### src/rtl/sal_pkg.sv
`default_nettype none

package sal_pkg;

  localparam int DIM_W       = 8;
  localparam int PAGE_IDX_W  = 6;
  localparam int POS_W       = 7;
  localparam int IN_TDATA_W  = 16;
  localparam int OUT_TDATA_W = 24;

  typedef enum logic {
    FUNC_ALLOC = 1'b0,
    FUNC_CLEAR = 1'b1
  } func_t;

  typedef enum logic {
    STATUS_OK   = 1'b0,
    STATUS_FULL = 1'b1
  } status_t;

  typedef struct packed {
    func_t            func;
    logic [DIM_W-1:0] rect_width;
    logic [DIM_W-1:0] rect_height;
  } sal_req_t;

  typedef struct packed {
    status_t               status;
    logic [PAGE_IDX_W-1:0] page_index;
    logic [POS_W-1:0]      pos_x;
    logic [POS_W-1:0]      pos_y;
  } sal_res_t;

endpackage

`default_nettype wire

### src/rtl/sal_seq.sv
`default_nettype none

module sal_seq #(
  parameter int PAGE_WIDTH = 128,
  parameter int PAGE_HEIGHT = 128,
  parameter int PAGE_COUNT = 64,
  localparam int DEPTH = PAGE_COUNT * PAGE_WIDTH,
  localparam int AW = $clog2(DEPTH),
  localparam int HW = $clog2(PAGE_HEIGHT + 1)
) (
  input  logic              clk,
  input  logic              rst_n,
  input  logic              start,
  input  sal_pkg::sal_req_t req,
  output logic              ready,
  output logic              res_valid,
  output sal_pkg::sal_res_t res,
  input  logic              res_ack,
  output logic              mem_we,
  output logic [AW-1:0]     mem_waddr,
  output logic [HW-1:0]     mem_wdata,
  output logic [AW-1:0]     mem_raddr,
  input  logic [HW-1:0]     mem_rdata
);

  localparam int CW  = $clog2(PAGE_WIDTH);
  localparam int NW  = CW + 1;
  localparam int PGW = (PAGE_COUNT > 1) ? $clog2(PAGE_COUNT) : 1;
  localparam int SW  = ((HW > sal_pkg::DIM_W) ? HW : sal_pkg::DIM_W) + 1;
  localparam int DW  = sal_pkg::DIM_W;

  typedef enum logic [6:0] {
    S_IDLE  = 7'b0000001,
    S_WIPE  = 7'b0000010,
    S_LOAD  = 7'b0000100,
    S_SCAN  = 7'b0001000,
    S_FIT   = 7'b0010000,
    S_WRITE = 7'b0100000,
    S_DONE  = 7'b1000000
  } seq_state_t;

  seq_state_t     state_r, state_nxt;
  logic           clr_r, clr_nxt;
  logic           full_r, full_nxt;
  logic           found_r, found_nxt;
  logic [AW-1:0]  wipe_r, wipe_nxt;
  logic [DW-1:0]  w_r, w_nxt;
  logic [DW-1:0]  h_r, h_nxt;
  logic [DW-1:0]  rem_r, rem_nxt;
  logic [NW-1:0]  lim_r, lim_nxt;
  logic [PGW-1:0] page_r, page_nxt;
  logic [AW-1:0]  base_r, base_nxt;
  logic [CW-1:0]  x_r, x_nxt;
  logic [CW-1:0]  j_r, j_nxt;
  logic [CW-1:0]  topp_r, topp_nxt;
  logic [CW-1:0]  bx_r, bx_nxt;
  logic [HW-1:0]  top_r, top_nxt;
  logic [HW-1:0]  best_r, best_nxt;
  logic [HW-1:0]  newh_r, newh_nxt;

  logic           fail;
  logic           take;
  logic [HW-1:0]  top_c;
  logic [CW-1:0]  topp_c;
  logic [NW-1:0]  nx_fail;
  logic [NW-1:0]  nx_succ;
  logic [SW-1:0]  sum;
  logic           fit;
  logic           last_page;
  logic           wipe_last;
  logic           zero_res;
  logic [31:0]    page_wide;
  logic [31:0]    bx_wide;
  logic [31:0]    best_wide;

  // one compare/max step per column beat
  assign fail    = mem_rdata >= best_r;
  assign take    = mem_rdata >= top_r;
  assign top_c   = take ? mem_rdata : top_r;
  assign topp_c  = take ? j_r : topp_r;
  assign nx_fail = NW'(j_r) + NW'(1);
  // any window holding the max column cannot beat it, so restart past it
  assign nx_succ = NW'(topp_c) + NW'(1);

  assign sum       = SW'(best_r) + SW'(h_r);
  assign fit       = found_r && (sum <= SW'(PAGE_HEIGHT));
  assign last_page = page_r == PGW'(PAGE_COUNT - 1);
  assign wipe_last = wipe_r == AW'(DEPTH - 1);

  always_comb begin
    state_nxt = state_r;
    clr_nxt   = clr_r;
    full_nxt  = full_r;
    found_nxt = found_r;
    wipe_nxt  = wipe_r;
    w_nxt     = w_r;
    h_nxt     = h_r;
    rem_nxt   = rem_r;
    lim_nxt   = lim_r;
    page_nxt  = page_r;
    base_nxt  = base_r;
    x_nxt     = x_r;
    j_nxt     = j_r;
    topp_nxt  = topp_r;
    bx_nxt    = bx_r;
    top_nxt   = top_r;
    best_nxt  = best_r;
    newh_nxt  = newh_r;
    mem_we    = 1'b0;
    mem_waddr = base_r + AW'(j_r);
    mem_wdata = newh_r;

    unique case (state_r)
      S_IDLE: begin
        if (start) begin
          w_nxt    = req.rect_width;
          h_nxt    = req.rect_height;
          lim_nxt  = NW'(PAGE_WIDTH - int'(req.rect_width));
          clr_nxt  = 1'b0;
          full_nxt = 1'b0;
          page_nxt = '0;
          base_nxt = '0;
          bx_nxt   = '0;
          best_nxt = '0;
          priority if (req.func == sal_pkg::FUNC_CLEAR) begin
            clr_nxt   = 1'b1;
            wipe_nxt  = '0;
            state_nxt = S_WIPE;
          end else if (32'(req.rect_width) >= PAGE_WIDTH) begin
            full_nxt  = 1'b1;
            state_nxt = S_DONE;
          end else if (req.rect_width == '0) begin
            // every empty window ties at height zero, the last start tried wins
            bx_nxt    = CW'(PAGE_WIDTH - 1);
            full_nxt  = 32'(req.rect_height) > PAGE_HEIGHT;
            state_nxt = S_DONE;
          end else begin
            best_nxt  = HW'(PAGE_HEIGHT);
            found_nxt = 1'b0;
            x_nxt     = '0;
            j_nxt     = '0;
            state_nxt = S_LOAD;
          end
        end
      end

      S_WIPE: begin
        mem_we    = 1'b1;
        mem_waddr = wipe_r;
        mem_wdata = '0;
        wipe_nxt  = wipe_r + AW'(1);
        if (wipe_last) begin
          state_nxt = clr_r ? S_DONE : S_IDLE;
        end
      end

      S_LOAD: begin
        rem_nxt   = w_r - DW'(1);
        top_nxt   = '0;
        state_nxt = S_SCAN;
      end

      S_SCAN: begin
        if (fail) begin
          if (nx_fail < lim_r) begin
            x_nxt   = CW'(nx_fail);
            j_nxt   = CW'(nx_fail);
            rem_nxt = w_r - DW'(1);
            top_nxt = '0;
          end else begin
            state_nxt = S_FIT;
          end
        end else begin
          top_nxt  = top_c;
          topp_nxt = topp_c;
          if (rem_r == '0) begin
            best_nxt  = top_c;
            bx_nxt    = x_r;
            found_nxt = 1'b1;
            // height zero can not be beaten
            if (top_c != '0 && nx_succ < lim_r) begin
              x_nxt   = CW'(nx_succ);
              j_nxt   = CW'(nx_succ);
              rem_nxt = w_r - DW'(1);
              top_nxt = '0;
            end else begin
              state_nxt = S_FIT;
            end
          end else begin
            j_nxt   = j_r + CW'(1);
            rem_nxt = rem_r - DW'(1);
          end
        end
      end

      S_FIT: begin
        newh_nxt = HW'(sum);
        priority if (fit) begin
          j_nxt     = bx_r;
          rem_nxt   = w_r - DW'(1);
          state_nxt = S_WRITE;
        end else if (last_page) begin
          full_nxt  = 1'b1;
          state_nxt = S_DONE;
        end else begin
          page_nxt  = page_r + PGW'(1);
          base_nxt  = base_r + AW'(PAGE_WIDTH);
          best_nxt  = HW'(PAGE_HEIGHT);
          found_nxt = 1'b0;
          x_nxt     = '0;
          j_nxt     = '0;
          state_nxt = S_LOAD;
        end
      end

      S_WRITE: begin
        mem_we  = 1'b1;
        j_nxt   = j_r + CW'(1);
        rem_nxt = rem_r - DW'(1);
        if (rem_r == '0) begin
          state_nxt = S_DONE;
        end
      end

      S_DONE: begin
        if (res_ack) begin
          state_nxt = S_IDLE;
        end
      end

      default: begin
        state_nxt = S_IDLE;
      end
    endcase
  end

  // read address is column j_nxt of this page; the RAM registers it, so mem_rdata holds column j_r
  assign mem_raddr = base_r + AW'(j_nxt);

  always_ff @(posedge clk) begin
    if (!rst_n) begin
      state_r <= S_WIPE;
      wipe_r  <= '0;
      clr_r   <= 1'b0;
      full_r  <= 1'b0;
      found_r <= 1'b0;
    end else begin
      state_r <= state_nxt;
      wipe_r  <= wipe_nxt;
      clr_r   <= clr_nxt;
      full_r  <= full_nxt;
      found_r <= found_nxt;
    end
  end

  always_ff @(posedge clk) begin
    w_r    <= w_nxt;
    h_r    <= h_nxt;
    rem_r  <= rem_nxt;
    lim_r  <= lim_nxt;
    page_r <= page_nxt;
    base_r <= base_nxt;
    x_r    <= x_nxt;
    j_r    <= j_nxt;
    topp_r <= topp_nxt;
    bx_r   <= bx_nxt;
    top_r  <= top_nxt;
    best_r <= best_nxt;
    newh_r <= newh_nxt;
  end

  assign ready     = state_r == S_IDLE;
  assign res_valid = state_r == S_DONE;

  assign zero_res  = full_r | clr_r;
  assign page_wide = 32'(page_r);
  assign bx_wide   = 32'(bx_r);
  assign best_wide = 32'(best_r);

  always_comb begin
    res.status     = full_r ? sal_pkg::STATUS_FULL : sal_pkg::STATUS_OK;
    res.page_index = zero_res ? '0 : page_wide[sal_pkg::PAGE_IDX_W-1:0];
    res.pos_x      = zero_res ? '0 : bx_wide[sal_pkg::POS_W-1:0];
    res.pos_y      = zero_res ? '0 : best_wide[sal_pkg::POS_W-1:0];
  end

`ifndef SYNTHESIS
  a_found_below: assert property (@(posedge clk) disable iff (!rst_n)
    found_r |-> best_r < HW'(PAGE_HEIGHT))
    else $error("found window not below page height");

  a_scan_window: assert property (@(posedge clk) disable iff (!rst_n)
    (state_r == S_SCAN) |-> (j_r >= x_r && NW'(x_r) < lim_r))
    else $error("scan column outside a legal window");

  a_fill_bound: assert property (@(posedge clk) disable iff (!rst_n)
    (state_r == S_WRITE) |-> (found_r && newh_r <= HW'(PAGE_HEIGHT) && newh_r >= best_r))
    else $error("fill height out of range");

  a_start_leaves_idle: assert property (@(posedge clk) disable iff (!rst_n)
    start |=> state_r != S_IDLE)
    else $error("accepted beat did not start the sequencer");

  a_done_hold: assert property (@(posedge clk) disable iff (!rst_n)
    (state_r == S_DONE && !res_ack) |=> state_r == S_DONE)
    else $error("result dropped before it was taken");
`endif

endmodule

`default_nettype wire

### config.mk
export PLATFORM = sky130hd
export DESIGN_NAME = sal_seq
export DESIGN_NICKNAME = d
export VERILOG_FILES = /design/src/rtl/sal_pkg.sv /design/src/rtl/sal_seq.sv
export SDC_FILE = /design/constraint.sdc
export NUM_CORES = 1
export LEC_CHECK = 0
export BUFFER_PORTS_ARGS = -buffer_cell sky130_fd_sc_hd__buf_2
export CORE_MARGIN = 2
export CORE_UTILIZATION = 45
export DETAILED_ROUTE_END_ITERATION = 6
export GPL_TIMING_DRIVEN = 0
export PLACE_DENSITY = 0.71
export RECOVER_POWER = 50
export REMOVE_ABC_BUFFERS = 1
export SYNTH_ARGS = -nofsm -noshare
export SYNTH_HDL_FRONTEND = slang
export SYNTH_SLANG_ARGS = --single-unit
### constraint.sdc
create_clock -name clk -period 12.61 [get_ports clk]
set_clock_uncertainty 0.15 [all_clocks]
set_input_delay 1.261 -clock clk [delete_from_list [all_inputs] [get_ports clk]]
set_output_delay 1.261 -clock clk [all_outputs]
set_load 0.02 [all_outputs]
# Yosys cells after proc, flatten, opt, wreduce, memory -nomap -nowiden
# Cells that the tools add are included.
# Widths: inputs -> output; s select.
[word_totals] wordCells=193 input_bits=29 regBits=126
[classes] order_cmp=7 n_addsub=12 reduce_logical=24 muxes=101 eq_ne=29 bitwise_logic=2
[ops] op="$mux 7" count=43
[ops] op="$mux 8" count=19
[ops] op="$mux 13" count=6
[ops] op="$pmux 13 s2" count=2
[ops] op="$pmux 7 s7" count=1
[ops] op="$pmux 8 s4" count=1
[ops] op="$pmux 7 s4" count=1
[ops] op="$add 13x7->13" count=2
[ops] op="$ne 2x2->1 const B" count=13
[ops] op="$mux 6" count=4
[ops] op="$pmux 8 s3" count=1
[ops] op="$pmux 7 s3" count=1
[ops] op="$mux 1" count=17
[ops] op="$add 7x1->8 const B" count=2
[ops] op="$ge 8x8->1" count=2
[ops] op="$logic_not 8->1" count=2
[ops] op="$lt 8x8->1" count=2
[ops] op="$pmux 8 s2" count=1
[ops] op="$reduce_and 4->1" count=4
[ops] op="$sub 8x1->8 const B" count=2
[ops] op="$ne 3x3->1 const B" count=5
[ops] op="$pmux 7 s2" count=1
[ops] op="$add 13x1->13 const B" count=1
[ops] op="$add 13x8->13 const B" count=1
[ops] op="35 further kinds" count=41

# Depth between registers and ports, before layout
# Gate-level depths: netlist of the first run.
[depth] depth_word=10 ltp_mapped=22

# Worst setup path before layout of the first run
# Ideal clock, no wire load.
[synth_path] kind="input -> output" from="input port mem_rdata[0]" to="output port mem_raddr[3]" setup_slack_ns=5.439 path_stages=22 t_required_ns=11.199 arrival_time_ns=5.760 path_cell_list="inv_1 > ha_1 > nand2b_1 > a2111o_1 > a21oi_4 > buf_6 > buf_2 > mux2_2 > ha_1 > nand3_1 > mux2i_1 > o21ai_1 > xnor2_1 > ha_1 > and4_1 > a221o_1 > a31oi_1 > o211ai_2 > buf_6 > o21ai_0 > a21oi_1 > o21ai_0"
[synth_via] elab_chain_cells=10 elab_cells_between_ends=13
[synth_rtl] element="start: declaration" line_no="sal_seq.sv:23" rtl="input logic [HW-1:0] mem_rdata"
[synth_rtl] element="$ge 8x8->1 *" line_no="sal_seq.sv:78" rtl="assign take = mem_rdata >= top_r;"
[synth_rtl] element="$mux 7 *" line_no="sal_seq.sv:80" rtl="assign topp_c = take ? j_r : topp_r;"
[synth_rtl] element="via topp_c[1]" line_no="sal_seq.sv:64" rtl="logic [CW-1:0] topp_c;"
[synth_rtl] element="$add 7x1->8 *" line_no="sal_seq.sv:83" rtl="assign nx_succ = NW'(topp_c) + NW'(1);"
[synth_rtl] element="$lt 8x8->1" line_no="sal_seq.sv:181" rtl="if (top_c != '0 && nx_succ < lim_r) begin"
[synth_rtl] element="$logic_and 1x1->1" line_no="sal_seq.sv:181"
[synth_rtl] element="$mux 7 *" line_no="sal_seq.sv:181"
[synth_rtl] element="$mux 7 *" line_no="sal_seq.sv:176" rtl="if (rem_r == '0) begin"
[synth_rtl] element="$mux 7 *" line_no="sal_seq.sv:164" rtl="if (fail) begin"
[synth_rtl] element="$pmux 7 s4 *" line_no="sal_seq.sv:113" rtl="unique case (state_r)"
[synth_rtl] element="$add 13x7->13 *" line_no="sal_seq.sv:238" rtl="assign mem_raddr = base_r + AW'(j_nxt);"
[synth_rtl] element="end: declaration" line_no="sal_seq.sv:22" rtl="output logic [AW-1:0] mem_raddr,"
# The timed path passes the listed nets; every way through them passes the cells marked *.

# Final worst setup path of the first run
[layout_path] from="input port mem_rdata[0]" to="output port mem_raddr[6]"
# The elaborated chain is that of the path after synthesis.

==> flow_metrics.tcl, run 1 <==
set metrics [dict create \
    clock_latency_ns 0.43 \
    ys_async_sr_fraction_pct 0 \
    finalCriticalPeriod_ns 9.84 \
    cts.sink_count 118 \
    ios 87 \
    drive_gt1_share_pct 12.1 \
    seqPwrFrac_pct 34.5 \
    critPathMaxFanout 24 \
    status "finished with violations" \
    drt_iter0_drc 499 \
    die-area_sq_um 17500 \
    cts_hold_buf 0 \
    synth_edf_count 88 \
    syn_avg_cell_area_sq_um 9.55 \
    vias 6079 \
    nets 931 \
    gp_congestion 0.897 \
    cp.required_ns 11.20 \
    p_int_w 0.000969 \
    synthFlopType "edfxtp_1" \
    finalCritPeriodShare_pct 78.1 \
    dr.pass1.iters 6 \
    via_per_inst 5.61 \
    dp_slack_ns 4.29 \
    hold_depth 2 \
    p_comb_share_pct 37.3 \
    totalWireLength_um 18400 \
    clkPwrFrac_pct 28.2 \
    grt_start_max_net_pins 33 \
    vdd.ir_drop.worst_mv 0.119 \
    endpoint_kind "primary output" \
    cts_resized 0 \
    power.total_w 0.00158 \
    cts_tree "done" \
    sw_frac_of_total_pct 38.8 \
    whs_endpoint "wipe_r[9]$_SDFFE_PN0P_" \
    worst_slack_ns 2.77 \
    clockRootBuffer "clkbuf_16" \
    fin_hold_ws_ns 0.358 \
    cp.arrival_ns 8.43 \
    rows 46 \
    routedWlPerCell_um 17.0 \
    p_switching_w 0.000615 \
    slew_headroom_pct -79.9 \
    violations "capacitance limit, slew limit" \
    cts_buffer_depth 2 \
    grt_pass1_vias 5804 \
    coreArea_sq_um 16000 \
    maxCapViolCount 1 \
    tightest_slew_ns 2.70 \
    ys_warn_count 0 \
    critPathLaunchType "primary input" \
    post_synth_inst_count 776 \
    die_w_um 132 \
    antenna_found_initial 0 \
    hpwl_um 13700 \
    crit-reg2reg-capture "x_r[2]$_SDFFCE_PN0P_" \
    die_y_um 132 \
    worstHoldStart "wipe_r[9]$_SDFFE_PN0P_" \
    nFillCells 1484 \
    reg2reg_depth 18 \
    finalSetupTns_ns 0 \
    numCtsBuffers 17 \
    min_path_type "reg2reg" \
    leakagePower_nw 3.57 \
    netlist_area_sq_um 7410 \
    cts_setup_buffers 0 \
    detail-route-antenna-nets 0 \
    numPortBuffers 86 \
    finalSetupViolations 0 \
    grt_overflow 0 \
    clk_pin_slew_ns 0.05 \
    htree_levels 4 \
    hold_viol 0 \
    drc 0 \
    rrSetupSlack_ns 4.58 \
    fmax_mhz 102 \
    area_delta_synth_final_pct 14.5 \
    antennaDiodeCount 0 \
    critical_path_class "in2out" \
    grt_usage_pct 21.5 \
    p_per_area_nw_per_um2 187 \
    ys_ff_latch 118 \
    start_util_pct 46.3 \
    synth_cell_types 74 \
    grt_pass1_wl_um 29600 \
    finalMaxSlewViolations 25 \
    rr_startpoint "top_r[0]$_SDFFCE_PP0P_" \
    grt_setup_unrepaired "false" \
    yosysSeqAreaShare_pct 43.8 \
]
## cell usage after synthesis, drive strengths merged, types with 3 or more instances
library cell  count  area share [%]
a31oi             8            0.68
nand3            22             1.5
o21a              3            0.30
a211oi           10             1.0
a21boi            4            0.41
or3              11            0.93
nand2            75             3.8
mux2i            18             2.4
nor3             26             2.0
nor2             86             4.4
o21ai            33             2.3
nand3b            3            0.30
nor4             12             1.2
a21o             19             1.9
o211a             3            0.41
a21oi            32             2.4
buf               6            0.59
dfxtp            30             8.1
clkbuf           21             1.1
inv              55             2.8
nand4             6            0.51
or2               3            0.25
and3              8            0.68
edfxtp           88              36
o211ai            6            0.68
xor2             26             3.1
nand2b           12             1.0
nor2b             3            0.25
mux2              8             1.3
xnor2            22             2.6
o221ai            4            0.47
and2             24             2.0
ha               46             7.8
a22oi             6            0.61
## power by group through the flow
stage	sequential, W	clock [W]	combinational [W]
final	0.000546	0.000447	0.000591
after global routing	0.000552	0.000468	0.000651
after CTS	0.000546	0.000450	0.000593
after detailed placement	0.000553	0	0.000592
after global placement	0.000552	0	0.000580
after floorplan	0.000537	0	0.000419
## flip-flops by register name (all words and copies together), names as in the netlist
name,count
x_r,7
wipe_r,13
found_r,1
clr_r,1
full_r,1
page_r,6
j_r,7
rem_r,8
topp_r,7
base_r,6
h_r,8
top_r,8
newh_r,8
state_r,7
best_r,8
lim_r,7
w_r,8
bx_r,7
## logic make-up (layout without fill, tap and decap cells)
logic type / after synthesis / after routing / synth area share [%]
AND/OR/NAND/NOR: 304 / 304 / 20.5
AO/OA/AOI/OAI: 149 / 149 / 13.8
flip-flops: 118 / 118 / 43.8
buffers and inverters: 84 / 176 / 4.54
XOR/XNOR: 48 / 48 / 5.67
adder cells (fa/ha/maj): 47 / 47 / 8.04
multiplexers: 26 / 26 / 3.70
## area by class of cell
type	count	area, sq um	area share, %
flip-flops and latches	118	3240	38.2
clock buffers	24	503	5.93
multi-input cells	574	3800	44.8
clock inverters	8	45.0	0.531
repair buffers	87	409	4.82
well taps	216	270	3.19
inverters	57	214	2.52
## routing by layer
layer	vias up	GRT usage (%)	part of all wire [%]
met4	0	8.66	2.5
met5	-	0	0
li1	2962	-	-
met2	198	34.1	47
met1	2880	28.5	45
met3	39	5.04	5.9
## worst max-delay path, cell delays in order
cell and delay, ns:
clkbuf_1 0.10, inv_1 0.08, ha_1 0.28, nand2b_1 0.15
a2111o_1 0.41, a21oi_1 1.99, mux2i_1 0.49, inv_1 0.20
ha_1 0.22, nand3_1 0.08, mux2i_1 0.23, o21ai_1 0.14
xnor2_1 0.34, ha_1 0.32, and4_1 0.22, a221o_1 0.39
a31oi_1 0.23, o211ai_2 0.35, o21bai_1 0.38, nor2_1 0.07
o221ai_1 0.25, buf_2 0.23
## placed cells by master, fill, tap and decap left out, types with 3 or more instances in the layout
master	count
buf_2	60
and2_1	24
nand2b_1	12
nor3_1	25
a211oi_1	10
nand4_1	6
clkinv_2	6
nor2_1	86
nand2_1	75
nand3_1	22
and3_1	8
o211a_1	3
o221ai_1	4
clkbuf_8	3
xor2_1	26
dfxtp_1	30
o21ai_1	3
ha_1	46
a21boi_0	4
clkbuf_1	29
o21ai_0	29
edfxtp_1	88
xnor2_1	22
nand3b_1	3
a22oi_1	6
or3_1	11
o211ai_1	5
o21a_1	3
nor4_1	11
mux2i_1	18
a21o_1	19
mux2_2	4
a21oi_1	31
inv_1	55
mux2_1	3
a31oi_1	8
clkbuf_16	18
nor2b_1	3
## how the worst max path moves through the flow
| stage | startpoint | end | slack (ns) | depth (start not counted) |
|---|---|---|---|---|
| global route | mem_rdata[0] | mem_raddr[5] | 2.25 | 22 |
| CTS | mem_rdata[0] | mem_raddr[6] | 4.28 | 22 |
| finish | mem_rdata[0] | mem_raddr[6] | 2.77 | 22 |
| detailed placement | mem_rdata[0] | mem_raddr[6] | 4.29 | 22 |
| floorplan | mem_rdata[0] | mem_raddr[3] | 5.43 | 19 |
| global placement | mem_rdata[0] | mem_raddr[4] | 4.29 | 22 |
## through the flow
stage | cell area, sq um | cells | util (%)
4_1_cts | 8550 | 1084 | 53.4
3_5_place_dp | 8000 | 1052 | 50.0
6_report | 8480 | 1084 | 53.0
3_3_place_gp | 7990 | 1051 | 49.9
2_1_floorplan | 7290 | 749 | -
5_1_grt | 8480 | 1084 | 53.0
(Power assumes the default switching activity.)
==> run 2, diff against run 1 <==
--- a/config.mk
+++ b/config.mk
@@ -5,6 +5,7 @@
 export SDC_FILE = /design/constraint.sdc
 export NUM_CORES = 1
 export LEC_CHECK = 0
+export ABC_AREA = 1
 export BUFFER_PORTS_ARGS = -buffer_cell sky130_fd_sc_hd__buf_2
 export CORE_MARGIN = 2
 export CORE_UTILIZATION = 45
==> constraint.sdc (replaced) <==
create_clock -name clk -period 9.7 [get_ports clk]
set_clock_uncertainty 0.15 [all_clocks]
set_input_delay 0.97 -clock clk [delete_from_list [all_inputs] [get_ports clk]]
set_output_delay 0.97 -clock clk [all_outputs]
set_load 0.02 [all_outputs]
==> flow_metrics.tcl, run 2 <==
set metrics [dict create \
    power.total_w 0.00217 \
    grt_pass1_vias 6108 \
    dr.pass1.iters 5 \
    clockRootBuffer "clkbuf_16" \
    routedWlPerCell_um 14.9 \
    nets 1104 \
    synth_cell_types 50 \
    numPortBuffers 86 \
    post_synth_inst_count 939 \
    critPathLaunch "mem_rdata[3]" \
    clk_pin_slew_ns 0.05 \
    hold_viol 0 \
    gp_congestion 0.882 \
    cts.sink_count 118 \
    htree_levels 4 \
    ys_warn_count 0 \
    ys_ff_latch 118 \
    crit_end "mem_raddr[0]" \
    multi_input_area_sq_um 3490 \
    cp.arrival_ns 5.42 \
    antenna_found_initial 0 \
    endpoint_kind "primary output" \
    ys_async_sr_fraction_pct 0 \
    drc 0 \
    synth_edf_count 88 \
    cts_tree "done" \
    ff_latch_area_sq_um 3240 \
    yosysTopAreaCellShare_pct 34.9 \
    critical_path_class "in2out" \
    layout_common_cells "197 x nand2_1, 170 x inv_1, 104 x nor2_1, 88 x edfxtp_1" \
    drive_gt1_share_pct 9.70 \
    worst_slack_ns 3.16 \
    totalWireLength_um 18800 \
    largest_register "wipe_r" \
    grt_usage_pct 21.8 \
    post-synth-top-area-cell "edfxtp_1" \
    vdd.ir_drop.worst_mv 0.195 \
    cts_setup_buffers 0 \
    cp.required_ns 8.58 \
    final_common_cell "nand2_1" \
    rows 47 \
    netlist_top_cells_area "edfxtp_1 35%, nand2_1 9.6%, inv_1 8.3%" \
    coreArea_sq_um 16500 \
    largest_register_ffs 13 \
    leakagePower_nw 3.88 \
    tightest_slew_ns 2.20 \
    finalSetupTns_ns 0 \
    die_w_um 134 \
    ios 87 \
    finalCritPeriodShare_pct 67.4 \
    grt_setup_unrepaired "false" \
    nFillCells 1596 \
    crit-reg2reg-capture "rem_r[6]$_DFFE_PP_" \
    hpwl_um 14300 \
    netlist_area_sq_um 7570 \
    finalMaxSlewViolations 25 \
    finalSetupViolations 0 \
    p_per_area_nw_per_um2 253 \
    synthFlopType "edfxtp_1" \
    synth.top_cells.by_count "193 x nand2_1, 168 x inv_1, 100 x nor2_1" \
    clock_latency_ns 0.42 \
    status "finished with violations" \
    yosysSeqAreaShare_pct 42.8 \
    grt_start_max_net_pins 25 \
    min_path_type "reg2reg" \
    syn_avg_cell_area_sq_um 8.06 \
    rr_startpoint "top_r[3]$_SDFFCE_PP0P_" \
    fin_hold_ws_ns 0.312 \
    area_delta_synth_final_pct 13.6 \
    finalCriticalPeriod_ns 6.54 \
    fmax_mhz 153 \
    violations "capacitance limit, slew limit" \
    drt_iter0_drc 573 \
    critPathMaxFanout 23 \
    grt_overflow 0 \
    via_per_inst 5.12 \
    cts_buffer_depth 2 \
    start_util_pct 45.8 \
    vias 6458 \
    antennaDiodeCount 0 \
    synth.most_common_cell "nand2_1" \
    die-area_sq_um 17900 \
    rrSetupSlack_ns 4.18 \
    dp_slack_ns 3.90 \
    numCtsBuffers 17 \
    grt_pass1_wl_um 30200 \
    cts_hold_buf 0 \
    detail-route-antenna-nets 0 \
    maxCapViolCount 1 \
    slew_headroom_pct -47.2 \
    die_y_um 134 \
    critPathLaunchType "primary input" \
    cts_resized 0 \
    reg2reg_depth 21 \
]
run 2: cell count changes in the layout (fill, tap and decap cells not counted), moves of 12 or more:
cell,before,now
nand3_1,22,46
nand2_1,75,197
mux2i_1,18,1
o21ai_0,29,49
inv_1,55,170
a21o_1,19,1
and2_1,24,0
nand2b_1,12,0
nor2_1,86,104
xnor2_1,22,10
clkbuf_1,29,43
run 2: layout make-up:
type / instances / area share (%)
multi-input combinational: 629 / 40.6
sequential: 118 / 37.7
inverter: 172 / 7.51
clock buffer: 21 / 5.12
timing repair buffer: 90 / 4.86
tap: 220 / 3.20
clock inverter: 11 / 0.989
run 2: worst min-delay path by stage:
| stage | slack, ns | startpoint | endpoint | cells past startpoint |
|---|---|---|---|---|
| 3_5_place_dp | 0.31 | found_r$_SDFFE_PN0P_ | found_r$_SDFFE_PN0P_ | 2 |
| 6_report | 0.31 | found_r$_SDFFE_PN0P_ | found_r$_SDFFE_PN0P_ | 2 |
| 5_1_grt | 0.34 | wipe_r[11]$_SDFFE_PN0P_ | wipe_r[11]$_SDFFE_PN0P_ | 2 |
| 3_3_place_gp | 0.31 | found_r$_SDFFE_PN0P_ | found_r$_SDFFE_PN0P_ | 2 |
| 2_1_floorplan | 0.28 | found_r$_SDFFE_PN0P_ | found_r$_SDFFE_PN0P_ | 2 |
| 4_1_cts | 0.31 | found_r$_SDFFE_PN0P_ | found_r$_SDFFE_PN0P_ | 2 |
run 2: metal layers:
layer	GRT usage [%]	part of all wire (%)	vias up
met5	0	0	-
li1	-	-	3280
met1	28.1	46	2930
met4	7.92	2.4	0
met2	36.2	46	211
met3	4.41	5.4	37
run 2: cells by family (layout without fill, tap and decap cells):
group                      after synthesis  after routing  synth area share [%]
adders and majority gates               47             47                  7.87
buffers and inverters                  192            294                  9.90
and+or+nand+nor                        413            413                  24.8
xor gates and xnor gates                30             30                  3.47
DFF                                    118            118                  42.8
AOI/OAI and AO/OA                      138            138                  11.0
muxes                                    1              1                 0.132
run 2: report_power, final:
group | internal [W] | switching [W]
clock network | 0.000346 | 0.000218
registers | 0.000645 | 0.0000608
logic | 0.000264 | 0.000641
total | 0.00125 | 0.000919
run 2: critical path, stage by stage:
cell      delay, ns
clkbuf_1       0.10
ha_1           0.31
nand2_1        0.08
nor2_1         0.05
nor2_1         0.10
nand2_2        0.06
nand2_1        0.23
nand2_1        0.51
o21ai_0        0.71
nand2_2        0.10
nor2_1         0.22
nand3_1        0.12
xor2_1         0.34
ha_1           0.30
nand2_1        0.07
o21ai_0        0.12
a21oi_2        0.18
nand2_4        0.16
o21ai_0        0.19
nand2_1        0.07
nand3_1        0.07
nand3_1        0.13
buf_2          0.20
run 2: metrics by stage:
step | std cells | utilization (%) | cell area (sq um)
global route | 1261 | 52.1 | 8600
CTS | 1261 | 53.0 | 8750
floorplan | 919 | - | 7470
finish | 1261 | 52.1 | 8600
global placement | 1225 | 49.5 | 8170
detailed placement | 1229 | 49.8 | 8230
